### config.mk
export PLATFORM = sky130hd
export DESIGN_NAME = sorted_card_list_core_flat
export DESIGN_NICKNAME = d
export VERILOG_FILES = /design/src/rtl/scl_pkg.sv /design/src/rtl/scl_if.sv /design/src/rtl/scl_store.sv /design/src/rtl/scl_seq.sv /design/src/rtl/sorted_card_list_core.sv /design/src/flat_wrapper.sv
export SDC_FILE = /design/constraint.sdc
export NUM_CORES = 1
export LEC_CHECK = 0
export BUFFER_PORTS_ARGS = -buffer_cell sky130_fd_sc_hd__buf_2
export CORE_MARGIN = 5
export CORE_UTILIZATION = 60
export CTS_BUF_LIST = sky130_fd_sc_hd__clkbuf_4
export CTS_CLUSTER_DIAMETER = 40
export DETAILED_ROUTE_END_ITERATION = 8
export GPL_ROUTABILITY_DRIVEN = 0
export GPL_TIMING_DRIVEN = 0
export PLACE_DENSITY = 0.78
export SYNTH_ARGS = -nofsm -noshare
export SYNTH_HDL_FRONTEND = slang
export SYNTH_SLANG_ARGS = --single-unit
### constraint.sdc
create_clock -name clk -period 6.3 [get_ports clk]
set_clock_uncertainty 0.05 [all_clocks]
set_input_delay 1.26 -clock clk [delete_from_list [all_inputs] [get_ports clk]]
set_output_delay 1.26 -clock clk [all_outputs]
set_load 0.01 [all_outputs]
### src/rtl/scl_pkg.sv
// Package for the sorted card list: sizes, operation and status codes,
// the stored card type and the records passed between sequencer and store.
// No dependencies.
`timescale 1ns / 1ps
`default_nettype none

package scl_pkg;

  localparam int CAPACITY = 16;
  localparam int IDX_W    = (CAPACITY > 1) ? $clog2(CAPACITY) : 1;
  localparam int CNT_W    = $clog2(CAPACITY + 1);

  localparam int MODE_W   = 3;
  localparam int COLOR_W  = 2;
  localparam int NUMBER_W = 4;
  localparam int POS_W    = 6;
  localparam int STATUS_W = 2;
  localparam int COUNT_W  = 7;

  typedef enum logic [MODE_W-1:0] {
    MODE_ADD     = 3'd0,
    MODE_FIND    = 3'd1,
    MODE_DEL_VAL = 3'd2,
    MODE_DEL_POS = 3'd3,
    MODE_GET     = 3'd4
  } mode_t;

  typedef enum logic [STATUS_W-1:0] {
    ST_OK   = 2'd0,
    ST_FULL = 2'd1,
    ST_MISS = 2'd2
  } status_t;

  typedef struct packed {
    logic [COLOR_W-1:0]  color;
    logic [NUMBER_W-1:0] number;
  } card_t;

  typedef struct packed {
    logic             wr_en;
    logic [IDX_W-1:0] wr_addr;
    card_t            wr_data;
    logic [IDX_W-1:0] rd_addr;
  } mem_req_t;

  typedef struct packed {
    logic             busy;
    logic [CNT_W-1:0] count;
  } seq_stat_t;

endpackage

`default_nettype wire

### src/rtl/scl_if.sv
// Channel interfaces of the sorted card list: operation beats in, result beats out.
// Depends on scl_pkg.
`timescale 1ns / 1ps
`default_nettype none

interface scl_op_if;
  import scl_pkg::*;

  logic                valid;
  logic                ready;
  logic [MODE_W-1:0]   mode;
  logic [COLOR_W-1:0]  card_color;
  logic [NUMBER_W-1:0] card_number;
  logic [POS_W-1:0]    position;

  modport source (output valid, mode, card_color, card_number, position, input ready);
  modport sink   (input valid, mode, card_color, card_number, position, output ready);
endinterface

interface scl_res_if;
  import scl_pkg::*;

  logic                valid;
  logic                ready;
  logic [STATUS_W-1:0] status;
  logic [POS_W-1:0]    found_position;
  logic [COLOR_W-1:0]  out_color;
  logic [NUMBER_W-1:0] out_number;
  logic [COUNT_W-1:0]  card_count;

  modport source (output valid, status, found_position, out_color, out_number, card_count,
                  input ready);
  modport sink   (input valid, status, found_position, out_color, out_number, card_count,
                  output ready);
endinterface

`default_nettype wire

### src/rtl/scl_store.sv
// Card store: one synchronous memory, one write and one registered read per cycle.
// Depends on scl_pkg.
`timescale 1ns / 1ps
`default_nettype none

module scl_store (
  input  logic             clk,
  input  scl_pkg::mem_req_t req,
  output scl_pkg::card_t   rd_data
);
  import scl_pkg::*;

  card_t mem [CAPACITY];

  always_ff @(posedge clk) begin
    if (req.wr_en) begin
      mem[req.wr_addr] <= req.wr_data;
    end
    rd_data <= mem[req.rd_addr];
  end

endmodule

`default_nettype wire

### src/rtl/scl_seq.sv
// Operation sequencer: walks the card store for add, find, delete and get,
// keeps the card count and holds the result register.
// Depends on scl_pkg, scl_if.
`timescale 1ns / 1ps
`default_nettype none

module scl_seq (
  input  logic               clk,
  input  logic               rst,
  scl_op_if.sink             op,
  scl_res_if.source          res,
  output scl_pkg::mem_req_t  mem_req,
  input  scl_pkg::card_t     rd_data,
  output scl_pkg::seq_stat_t stat
);
  import scl_pkg::*;

  typedef enum logic [9:0] {
    S_IDLE     = 10'b0000000001,
    S_ADD_RD   = 10'b0000000010,
    S_ADD_CMP  = 10'b0000000100,
    S_ADD_LAST = 10'b0000001000,
    S_FIND_RD  = 10'b0000010000,
    S_FIND_CMP = 10'b0000100000,
    S_SHIFT_RD = 10'b0001000000,
    S_SHIFT_WR = 10'b0010000000,
    S_GET_RD   = 10'b0100000000,
    S_DONE     = 10'b1000000000
  } state_t;

  state_t              state, state_next;
  logic [IDX_W-1:0]    idx, idx_next;
  logic [CNT_W-1:0]    count, count_next;
  mode_t               w_mode, w_mode_next;
  card_t               w_card, w_card_next;
  status_t             r_status, r_status_next;
  logic [POS_W-1:0]    r_where, r_where_next;
  card_t               r_card, r_card_next;
  logic                get_pend, get_pend_next;

  logic                out_valid;
  logic [STATUS_W-1:0] out_status;
  logic [POS_W-1:0]    out_where;
  logic [COLOR_W-1:0]  out_color;
  logic [NUMBER_W-1:0] out_number;
  logic [COUNT_W-1:0]  out_count;

  logic [COUNT_W-1:0]  cnt_ext;
  logic [COUNT_W-1:0]  pos_ext;
  logic [COUNT_W-1:0]  idx_inc;
  logic                out_free;

  assign cnt_ext  = COUNT_W'(count);
  assign pos_ext  = COUNT_W'(op.position);
  assign idx_inc  = COUNT_W'(idx) + COUNT_W'(1);
  assign out_free = !out_valid || res.ready;

  assign op.ready = (state == S_IDLE);

  always_comb begin
    state_next    = state;
    idx_next      = idx;
    count_next    = count;
    w_mode_next   = w_mode;
    w_card_next   = w_card;
    r_status_next = r_status;
    r_where_next  = r_where;
    r_card_next   = r_card;
    get_pend_next = 1'b0;
    mem_req       = '0;
    mem_req.rd_addr = idx;

    unique case (state)
      S_IDLE: begin
        if (op.valid) begin
          w_mode_next   = mode_t'(op.mode);
          w_card_next   = '{color: op.card_color, number: op.card_number};
          r_status_next = ST_MISS;
          r_where_next  = '0;
          r_card_next   = '0;
          state_next    = S_DONE;
          unique case (op.mode) inside
            MODE_ADD: begin
              if (cnt_ext == COUNT_W'(CAPACITY)) begin
                r_status_next = ST_FULL;
              end else if (count == '0) begin
                mem_req.wr_en   = 1'b1;
                mem_req.wr_addr = '0;
                mem_req.wr_data = '{color: op.card_color, number: op.card_number};
                count_next      = count + CNT_W'(1);
                r_status_next   = ST_OK;
              end else begin
                idx_next   = IDX_W'(count - CNT_W'(1));
                state_next = S_ADD_RD;
              end
            end
            MODE_FIND, MODE_DEL_VAL: begin
              if (count != '0) begin
                idx_next   = '0;
                state_next = S_FIND_RD;
              end
            end
            MODE_DEL_POS: begin
              if (pos_ext < cnt_ext) begin
                r_status_next = ST_OK;
                r_where_next  = op.position;
                idx_next      = IDX_W'(op.position);
                if (pos_ext + COUNT_W'(1) == cnt_ext) begin
                  count_next = count - CNT_W'(1);
                end else begin
                  state_next = S_SHIFT_RD;
                end
              end
            end
            MODE_GET: begin
              if (pos_ext < cnt_ext) begin
                idx_next   = IDX_W'(op.position);
                state_next = S_GET_RD;
              end
            end
            default: begin
              state_next = S_DONE;
            end
          endcase
        end
      end
      S_ADD_RD: begin
        state_next = S_ADD_CMP;
      end
      S_ADD_CMP: begin
        mem_req.wr_en   = 1'b1;
        mem_req.wr_addr = IDX_W'(idx_inc);
        if (rd_data.number > w_card.number) begin
          mem_req.wr_data = rd_data;
          if (idx == '0) begin
            state_next = S_ADD_LAST;
          end else begin
            idx_next   = idx - IDX_W'(1);
            state_next = S_ADD_RD;
          end
        end else begin
          mem_req.wr_data = w_card;
          r_where_next    = POS_W'(idx_inc);
          r_status_next   = ST_OK;
          count_next      = count + CNT_W'(1);
          state_next      = S_DONE;
        end
      end
      S_ADD_LAST: begin
        mem_req.wr_en   = 1'b1;
        mem_req.wr_addr = '0;
        mem_req.wr_data = w_card;
        r_where_next    = '0;
        r_status_next   = ST_OK;
        count_next      = count + CNT_W'(1);
        state_next      = S_DONE;
      end
      S_FIND_RD: begin
        state_next = S_FIND_CMP;
      end
      S_FIND_CMP: begin
        if (rd_data == w_card) begin
          r_status_next = ST_OK;
          r_where_next  = POS_W'(idx);
          state_next    = S_DONE;
          if (w_mode == MODE_DEL_VAL) begin
            if (idx_inc == cnt_ext) begin
              count_next = count - CNT_W'(1);
            end else begin
              state_next = S_SHIFT_RD;
            end
          end
        end else if (idx_inc == cnt_ext) begin
          state_next = S_DONE;
        end else begin
          idx_next   = IDX_W'(idx_inc);
          state_next = S_FIND_RD;
        end
      end
      S_SHIFT_RD: begin
        mem_req.rd_addr = IDX_W'(idx_inc);
        state_next      = S_SHIFT_WR;
      end
      S_SHIFT_WR: begin
        mem_req.wr_en   = 1'b1;
        mem_req.wr_addr = idx;
        mem_req.wr_data = rd_data;
        if (idx_inc + COUNT_W'(1) == cnt_ext) begin
          count_next = count - CNT_W'(1);
          state_next = S_DONE;
        end else begin
          idx_next   = IDX_W'(idx_inc);
          state_next = S_SHIFT_RD;
        end
      end
      S_GET_RD: begin
        get_pend_next = 1'b1;
        state_next    = S_DONE;
      end
      S_DONE: begin
        if (get_pend) begin
          r_card_next   = rd_data;
          r_status_next = ST_OK;
          r_where_next  = POS_W'(idx);
          get_pend_next = 1'b0;
        end else if (out_free) begin
          state_next = S_IDLE;
        end
      end
      default: begin
        state_next = S_IDLE;
      end
    endcase
  end

  always_ff @(posedge clk) begin
    if (rst) begin
      state     <= S_IDLE;
      count     <= '0;
      get_pend  <= 1'b0;
      out_valid <= 1'b0;
    end else begin
      state    <= state_next;
      count    <= count_next;
      get_pend <= get_pend_next;
      if (state == S_DONE && !get_pend && out_free) begin
        out_valid <= 1'b1;
      end else if (out_valid && res.ready) begin
        out_valid <= 1'b0;
      end
    end
  end

  always_ff @(posedge clk) begin
    idx      <= idx_next;
    w_mode   <= w_mode_next;
    w_card   <= w_card_next;
    r_status <= r_status_next;
    r_where  <= r_where_next;
    r_card   <= r_card_next;
    if (state == S_DONE && !get_pend && out_free) begin
      out_status <= r_status;
      out_where  <= r_where;
      out_color  <= r_card.color;
      out_number <= r_card.number;
      out_count  <= COUNT_W'(count);
    end
  end

  assign res.valid          = out_valid;
  assign res.status         = out_status;
  assign res.found_position = out_where;
  assign res.out_color      = out_color;
  assign res.out_number     = out_number;
  assign res.card_count     = out_count;

  assign stat.busy  = (state != S_IDLE);
  assign stat.count = count;

endmodule

`default_nettype wire

### src/rtl/sorted_card_list_core.sv
// Sorted card list top level: sequencer plus card store, with port assertions.
// Depends on scl_pkg, scl_if, scl_store, scl_seq.
//
// Keeps up to CAPACITY cards ordered by rank in a single-port-read, single-port-write
// memory and runs one operation at a time. Each operation walks the memory one entry
// per step; add and delete steps read an entry and then write it back one place over,
// while find steps only read and compare. Get reads the entry at the given position;
// find stops at the first match or after the last card; add walks down from the top,
// moving each stored card that ranks above the new one, and writes directly into an
// empty list or reports a full one; delete by position of the last card moves nothing,
// and a delete otherwise moves each later card to close the gap. The result stays in
// an output register, so a new operation is accepted while the previous result waits;
// a later result holds until the previous one is taken.
`timescale 1ns / 1ps
`default_nettype none

module sorted_card_list_core (
  input  logic      clk,
  input  logic      rst,
  scl_op_if.sink    op,
  scl_res_if.source res
);
  import scl_pkg::*;

  mem_req_t  mem_req;
  card_t     rd_data;
  seq_stat_t stat;

  scl_seq u_seq (
    .clk     (clk),
    .rst     (rst),
    .op      (op),
    .res     (res),
    .mem_req (mem_req),
    .rd_data (rd_data),
    .stat    (stat)
  );

  scl_store u_store (
    .clk     (clk),
    .req     (mem_req),
    .rd_data (rd_data)
  );

  a_full_count: assert property (@(posedge clk) disable iff (rst)
    res.valid && res.status == ST_FULL |-> res.card_count == COUNT_W'(CAPACITY))
    else $error("full status with list not full");

  a_accept_busy: assert property (@(posedge clk) disable iff (rst)
    op.valid && op.ready |=> stat.busy)
    else $error("accepted beat did not start the sequencer");

  a_count_bound: assert property (@(posedge clk) disable iff (rst)
    stat.count <= CNT_W'(CAPACITY))
    else $error("card count above capacity");

  a_fail_zero: assert property (@(posedge clk) disable iff (rst)
    res.valid && res.status != ST_OK |->
      res.out_color == '0 && res.out_number == '0 && res.found_position == '0)
    else $error("failed result carries nonzero fields");

endmodule

`default_nettype wire
### src/flat_wrapper.sv
// flat-port wrapper written by rule: the top's interface ports become plain ports
module sorted_card_list_core_flat import scl_pkg::*;
  (clk, rst, op_valid, op_mode, op_card_color, op_card_number, op_position, op_ready, res_valid, res_status, res_found_position, res_out_color, res_out_number, res_card_count, res_ready);
  scl_op_if op_i ();
  scl_res_if res_i ();
  input  logic clk;
  input  logic rst;
  input wire logic [$bits(op_i.valid)-1:0] op_valid;
  input wire logic [$bits(op_i.mode)-1:0] op_mode;
  input wire logic [$bits(op_i.card_color)-1:0] op_card_color;
  input wire logic [$bits(op_i.card_number)-1:0] op_card_number;
  input wire logic [$bits(op_i.position)-1:0] op_position;
  output wire logic [$bits(op_i.ready)-1:0] op_ready;
  output wire logic [$bits(res_i.valid)-1:0] res_valid;
  output wire logic [$bits(res_i.status)-1:0] res_status;
  output wire logic [$bits(res_i.found_position)-1:0] res_found_position;
  output wire logic [$bits(res_i.out_color)-1:0] res_out_color;
  output wire logic [$bits(res_i.out_number)-1:0] res_out_number;
  output wire logic [$bits(res_i.card_count)-1:0] res_card_count;
  input wire logic [$bits(res_i.ready)-1:0] res_ready;
  assign op_i.valid = op_valid;
  assign op_i.mode = op_mode;
  assign op_i.card_color = op_card_color;
  assign op_i.card_number = op_card_number;
  assign op_i.position = op_position;
  assign op_ready = op_i.ready;
  assign res_valid = res_i.valid;
  assign res_status = res_i.status;
  assign res_found_position = res_i.found_position;
  assign res_out_color = res_i.out_color;
  assign res_out_number = res_i.out_number;
  assign res_card_count = res_i.card_count;
  assign res_i.ready = res_ready;
  sorted_card_list_core u_core (.clk(clk), .rst(rst), .op(op_i), .res(res_i));
endmodule
Word level (Yosys, flattened, before mapping)
Memories as Yosys holds them, arrays and structs flattened. A register that Yosys moved wholly into a read port is not among the register bits.
Index checks and enable logic that the tools add are counted.

cells by class
  shift operators = 0
  order comparisons = 2
  multiplexer cells = 73
  reduce and logical (&&, ||, !) cells = 24
  add/subtract/negate cells = 6
  equal/unequal tests = 43
  divide/modulo/power cells = 0
  multiply operators = 0
  bitwise logic cells = 0

operators with widths
  cell                                                                     count
  10-bit 2-to-1 mux                                                        15
  10-bit case mux with 9 select lines                                      1
  6-bit 2-to-1 mux                                                         9
  5-bit 2-to-1 mux                                                         10
  4-bit 2-to-1 mux                                                         12
  11-bit 2-to-1 mux                                                        4
  11-bit case mux with 4 select lines                                      1
  10-bit case mux with 4 select lines                                      1
  6-bit case mux with 5 select lines                                       1
  2-bit != test (second input constant)                                    14
  5-bit case mux with 5 select lines                                       1
  12-bit AND reduction                                                     2
  7-bit by 5-bit equality test with 1-bit output                           3
  4-bit case mux with 4 select lines                                       1
  5-bit nonzero test                                                       3
  2-bit 2-to-1 mux                                                         7
  3-bit by 2-bit != test with 1-bit output (second input constant)         4
  4-bit case mux with 3 select lines                                       1
  6-bit case mux with 2 select lines                                       1
  10-bit by 1-bit equality test with 1-bit output (second input constant)  1
  10-bit equality test (second input constant)                             1
  10-bit by 2-bit equality test with 1-bit output (second input constant)  1
  10-bit by 3-bit equality test with 1-bit output (second input constant)  1
  10-bit by 4-bit equality test with 1-bit output (second input constant)  1
  other kinds (37)                                                         52

word-level totals
  word-level logic and storage cells = 166
  memory bits (read-only) = 0
  bits in latches = 0
  RAM bits = 96
  register bits = 63
  memories kept = 1
  bits of input ports = 19
  output and inout port bits = 23

memory list
  memory              depth  bits a word  read ports  clocked after Yosys merged registers in  wr ports  RTL line         RTL
  u_core.u_store.mem  16     6            1           1                                        1         scl_store.sv:13  card_t mem [CAPACITY];

Logic depth before layout (Yosys ltp)
  depth in word-level cells = 8
  gate-level depth with buffers = 11
  depth with buffers taken out = 9

Hierarchy
A second synthesis with hierarchy kept.

second synthesis, totals
  cell total of the unflattened synthesis = 609
  area total of the unflattened synthesis = 8070.2 µm²

by module, submodules not included
  module     area each (µm²)  cells each  times used  sequential area each (µm²)
  scl_seq    4175.3           431         1           1721.7
  scl_store  3895.0           178         1           3002.9

Least setup slack after synthesis
Ideal clock, no wire load.

  kind = input -> register
  start = input op_position[2]
  end = register u_core.u_seq.count[4]
  data required time = 6.127 ns
  stages = 8
  setup slack = 2.871 ns
  arrival time = 3.256 ns
  library setup time = 0.123 ns
  path buffers = 1
  cell sequence = clkbuf_1 -> nand3_1 -> or2_2 -> a311oi_1 -> o211ai_1 -> o21a_2 -> a2111oi_2 -> mux2_1

between the ends
  longest elaborated chain between the ends = 4
  elaborated cells between the ends (all ways) = 6
  those cells by class = add/sub: 1; order compare: 1; eq/ne: 3; reduce/logical: 1

ends and longest elaborated chain
  element                                                    RTL line            RTL
  start: declaration                                         flat_wrapper.sv:12  input wire logic [$bits(op_i.position)-1:0] op_position;
  6-bit by 1-bit adder with 7-bit output                     scl_seq.sv:108      if (pos_ext + COUNT_W'(1) == cnt_ext) begin
  7-bit by 5-bit equality test with 1-bit output             scl_seq.sv:108
  3-bit by 2-bit != test with 1-bit output (no source line)  -
  12-bit AND reduction (no source line) (*)                  -
  end signal: assignment                                     scl_seq.sv:224      count <= count_next;
  end: declaration                                           scl_seq.sv:33       logic [CNT_W-1:0] count, count_next;

Mark *: on every way between the ends. The rest lies on a longest branch, timed or not.
A chain may end at the register's enable or synchronous reset.

Final worst setup path
  start = register u_core.u_seq.state[5]
  end = output op_ready

between the ends
  longest elaborated chain between the ends = 1

ends and longest elaborated chain
  element                                          RTL line            RTL
  start: declaration                               scl_seq.sv:31       state_t state, state_next;
  start signal: assignment                         scl_seq.sv:223      state <= state_next;
  10-bit by 1-bit equality test with 1-bit output  scl_seq.sv:58       assign op.ready = (state == S_IDLE);
  end: declaration                                 flat_wrapper.sv:13  output wire logic [$bits(op_i.ready)-1:0] op_ready;

No other way between the ends.

==> impl_metrics.tcl <==
set metrics [dict create \
    clk_pin_slew_ns 0.14 \
    grt_setup_unrepaired "false" \
    crit_family "simple AND/OR/NAND/NOR gates" \
    rr_startpoint "u_core.u_seq.idx[0]" \
    dr.pass1.iters 8 \
    worstPathMaxFanout 8 \
    fin_util 0.675 \
    fin_ws_ns 2.30 \
    worst-r2r-cell-count 11 \
    final_common_cell "edfxtp_1" \
    dpl_worst_slack_ns 2.32 \
    drv_cap 0 \
    final_cell_mix "142 x edfxtp_1, 70 x nand2_1, 57 x nor2_1" \
    crit_path_max_incr_delay_ns 0.56 \
    hp-class "flop to flop" \
    worst_pin_slew_ns 1.11 \
    drv_slew 0 \
    initial_utilization 0.618 \
    post-cts-setup-buffer-count 0 \
    grtUsageTotal 0.242 \
    syn_area_um2 8250 \
    status "complete, no violations" \
    final.setup.tns_ns 0 \
    synth_ff_type "edfxtp_1" \
    slowest_stage "or4_4" \
    final_nets 823 \
    endpoint_kind "output pin" \
    cts_tree "built" \
    cts-root-buf "clkbuf_4" \
    cts_sinks 165 \
    pin_count 42 \
    finalPower_mw 2.32 \
    ys_warn_count 0 \
    endpoint "op_ready" \
    p_leak_nw 3.18 \
    grt_pass1_vias 5924 \
    synthCells 727 \
    critPathKind "flop to output pin" \
    grt_max_degree 17 \
    die_w_um 127 \
    crit_buf_inv 3 \
    path_common_cell "or4_4" \
    place_area_um2 8690 \
    cts_hold_buf 0 \
    fp.coreArea_um2 13300 \
    postRouteAntennaNets 0 \
    max-clock-path-buffers 2 \
    crit_cells 6 \
    vias 6243 \
    fin_crit_sh 0.636 \
    start_kind "flop" \
    max_slew_margin 0.255 \
    n_antenna_cell 0 \
    clock_latency_ns 0.60 \
    required_ns 4.99 \
    area_delta_synth_final_pct 9.30 \
    rrSetupSlack_ns 2.46 \
    drive_gt1_frac 0.134 \
    die_h_um 127 \
    antenna_found_initial 0 \
    r2r-end "u_core.u_seq.count[3]" \
    crit_chain "clkbuf_2 > or4_4 > or4_4 > or2_4 > inv_6 > buf_2" \
    wl_um 19500 \
    grt_pass1_wl_um 30700 \
    row_count 42 \
    dp.cells 945 \
    wire_per_inst_um 19.9 \
    design_area_um2 9020 \
    setup_viol 0 \
    p_per_area_nw_per_um2 257 \
    fp.dieArea_um2 16200 \
    arrival_ns 2.69 \
    synth_edf_count 142 \
    seq_area_frac_synth 0.573 \
    numPortBuffers 39 \
    ir_worst_vdd_mv 0.254 \
    numCtsBuffers 17 \
    critPathLaunch "u_core.u_seq.state[5]" \
    hold_viol 0 \
    overflow 0 \
    viasPerCell 6.39 \
    drt_iter0_markers 830 \
    post_cts_resize_count 0 \
    fmax_mhz 250 \
    ys_ff_latch 165 \
    drc_errors 0 \
    avgSynthCellArea_um2 11.3 \
    cts-htree-levels 4 \
    dpl.hpwl_um 14400 \
    async_flop_share 0 \
    holdWs_ns 0.387 \
    yosysUniqueCellTypes 80 \
    finalNonFillerCells 977 \
    post-route-min-period_ns 4.00 \
]
## layout make-up
| cell class | instances | area [um^2] |
|---|---|---|
| fillers | 989 | 4330 |
| multi-input cells | 492 | 3240 |
| repair buffers | 40 | 206 |
| clock buffers | 18 | 135 |
| clock inverters | 14 | 193 |
| flip-flops and latches | 165 | 4720 |
| inverters | 27 | 106 |
| plain buffers | 45 | 188 |
| well taps | 176 | 220 |
## where the power goes
group / switching [mW] / internal, mW / total (mW)
combinational: 0.232 / 0.126 / 0.358
clock: 0.404 / 0.293 / 0.697
sequential: 0.0232 / 1.24 / 1.27
total: 0.659 / 1.66 / 2.32
## cell usage after synthesis, drive strengths merged (20+ instances only)
master / instances / area share
and2: 29 / 0.022
inv: 26 / 0.012
a211oi: 21 / 0.019
a21oi: 23 / 0.014
clkbuf: 38 / 0.017
o21ai: 21 / 0.013
a31oi: 20 / 0.015
edfxtp: 142 / 0.52
nor2: 57 / 0.026
nand2: 70 / 0.032
dfxtp: 23 / 0.056
nor3: 27 / 0.017
## how the worst min path moves through the flow
stage	start	end	cells past startpoint
3_3_place_gp	u_core.u_seq.r_where[1]	u_core.u_seq.res.found_position[1]	0
2_1_floorplan	u_core.u_seq.r_where[0]	u_core.u_seq.res.found_position[0]	0
3_5_place_dp	u_core.u_seq.r_card[3]	u_core.u_seq.res.out_number[3]	0
5_1_grt	u_core.u_seq.r_status[0]	u_core.u_seq.res.status[0]	0
4_1_cts	u_core.u_seq.r_card[3]	u_core.u_seq.res.out_number[3]	0
6_report	u_core.u_seq.r_card[2]	u_core.u_seq.res.out_number[2]	0
## registers in the layout, indices dropped and copies added (netlist names), 3 cells and up
| signal | count |
|---|---|
| u_core.u_seq.idx | 4 |
| u_core.u_seq.res.card_count | 5 |
| u_core.u_seq.r_card | 6 |
| u_core.u_seq.w_mode | 3 |
| u_core.u_seq.r_where | 6 |
| u_core.u_store.rd_data | 6 |
| u_core.u_seq.state | 10 |
| u_core.u_seq.count | 5 |
| u_core.u_seq.w_card | 6 |
| u_core.u_seq.res.out_number | 4 |
| u_core.u_store.mem | 96 |
| u_core.u_seq.res.found_position | 6 |
## per-layer routing
layer	routed length [um]	vias up	GRT usage
li1	-	2860	-
met1	7760	2960	0.309
met2	9620	363	0.409
met3	1560	60	0.0509
met4	515	0	0.0877
met5	0	-	0
## cell families after synthesis
logic type	after synthesis	share of synthesized area
xor gates and xnor gates	27	0.0305
and+or+nand+nor	260	0.162
AOI/OAI and AO/OA	158	0.139
other	1	0.000455
adders and majority gates	16	0.0243
buffers and inverters	72	0.0356
DFF	165	0.573
muxes	28	0.0356
Power figures use the tool's default switching activity.
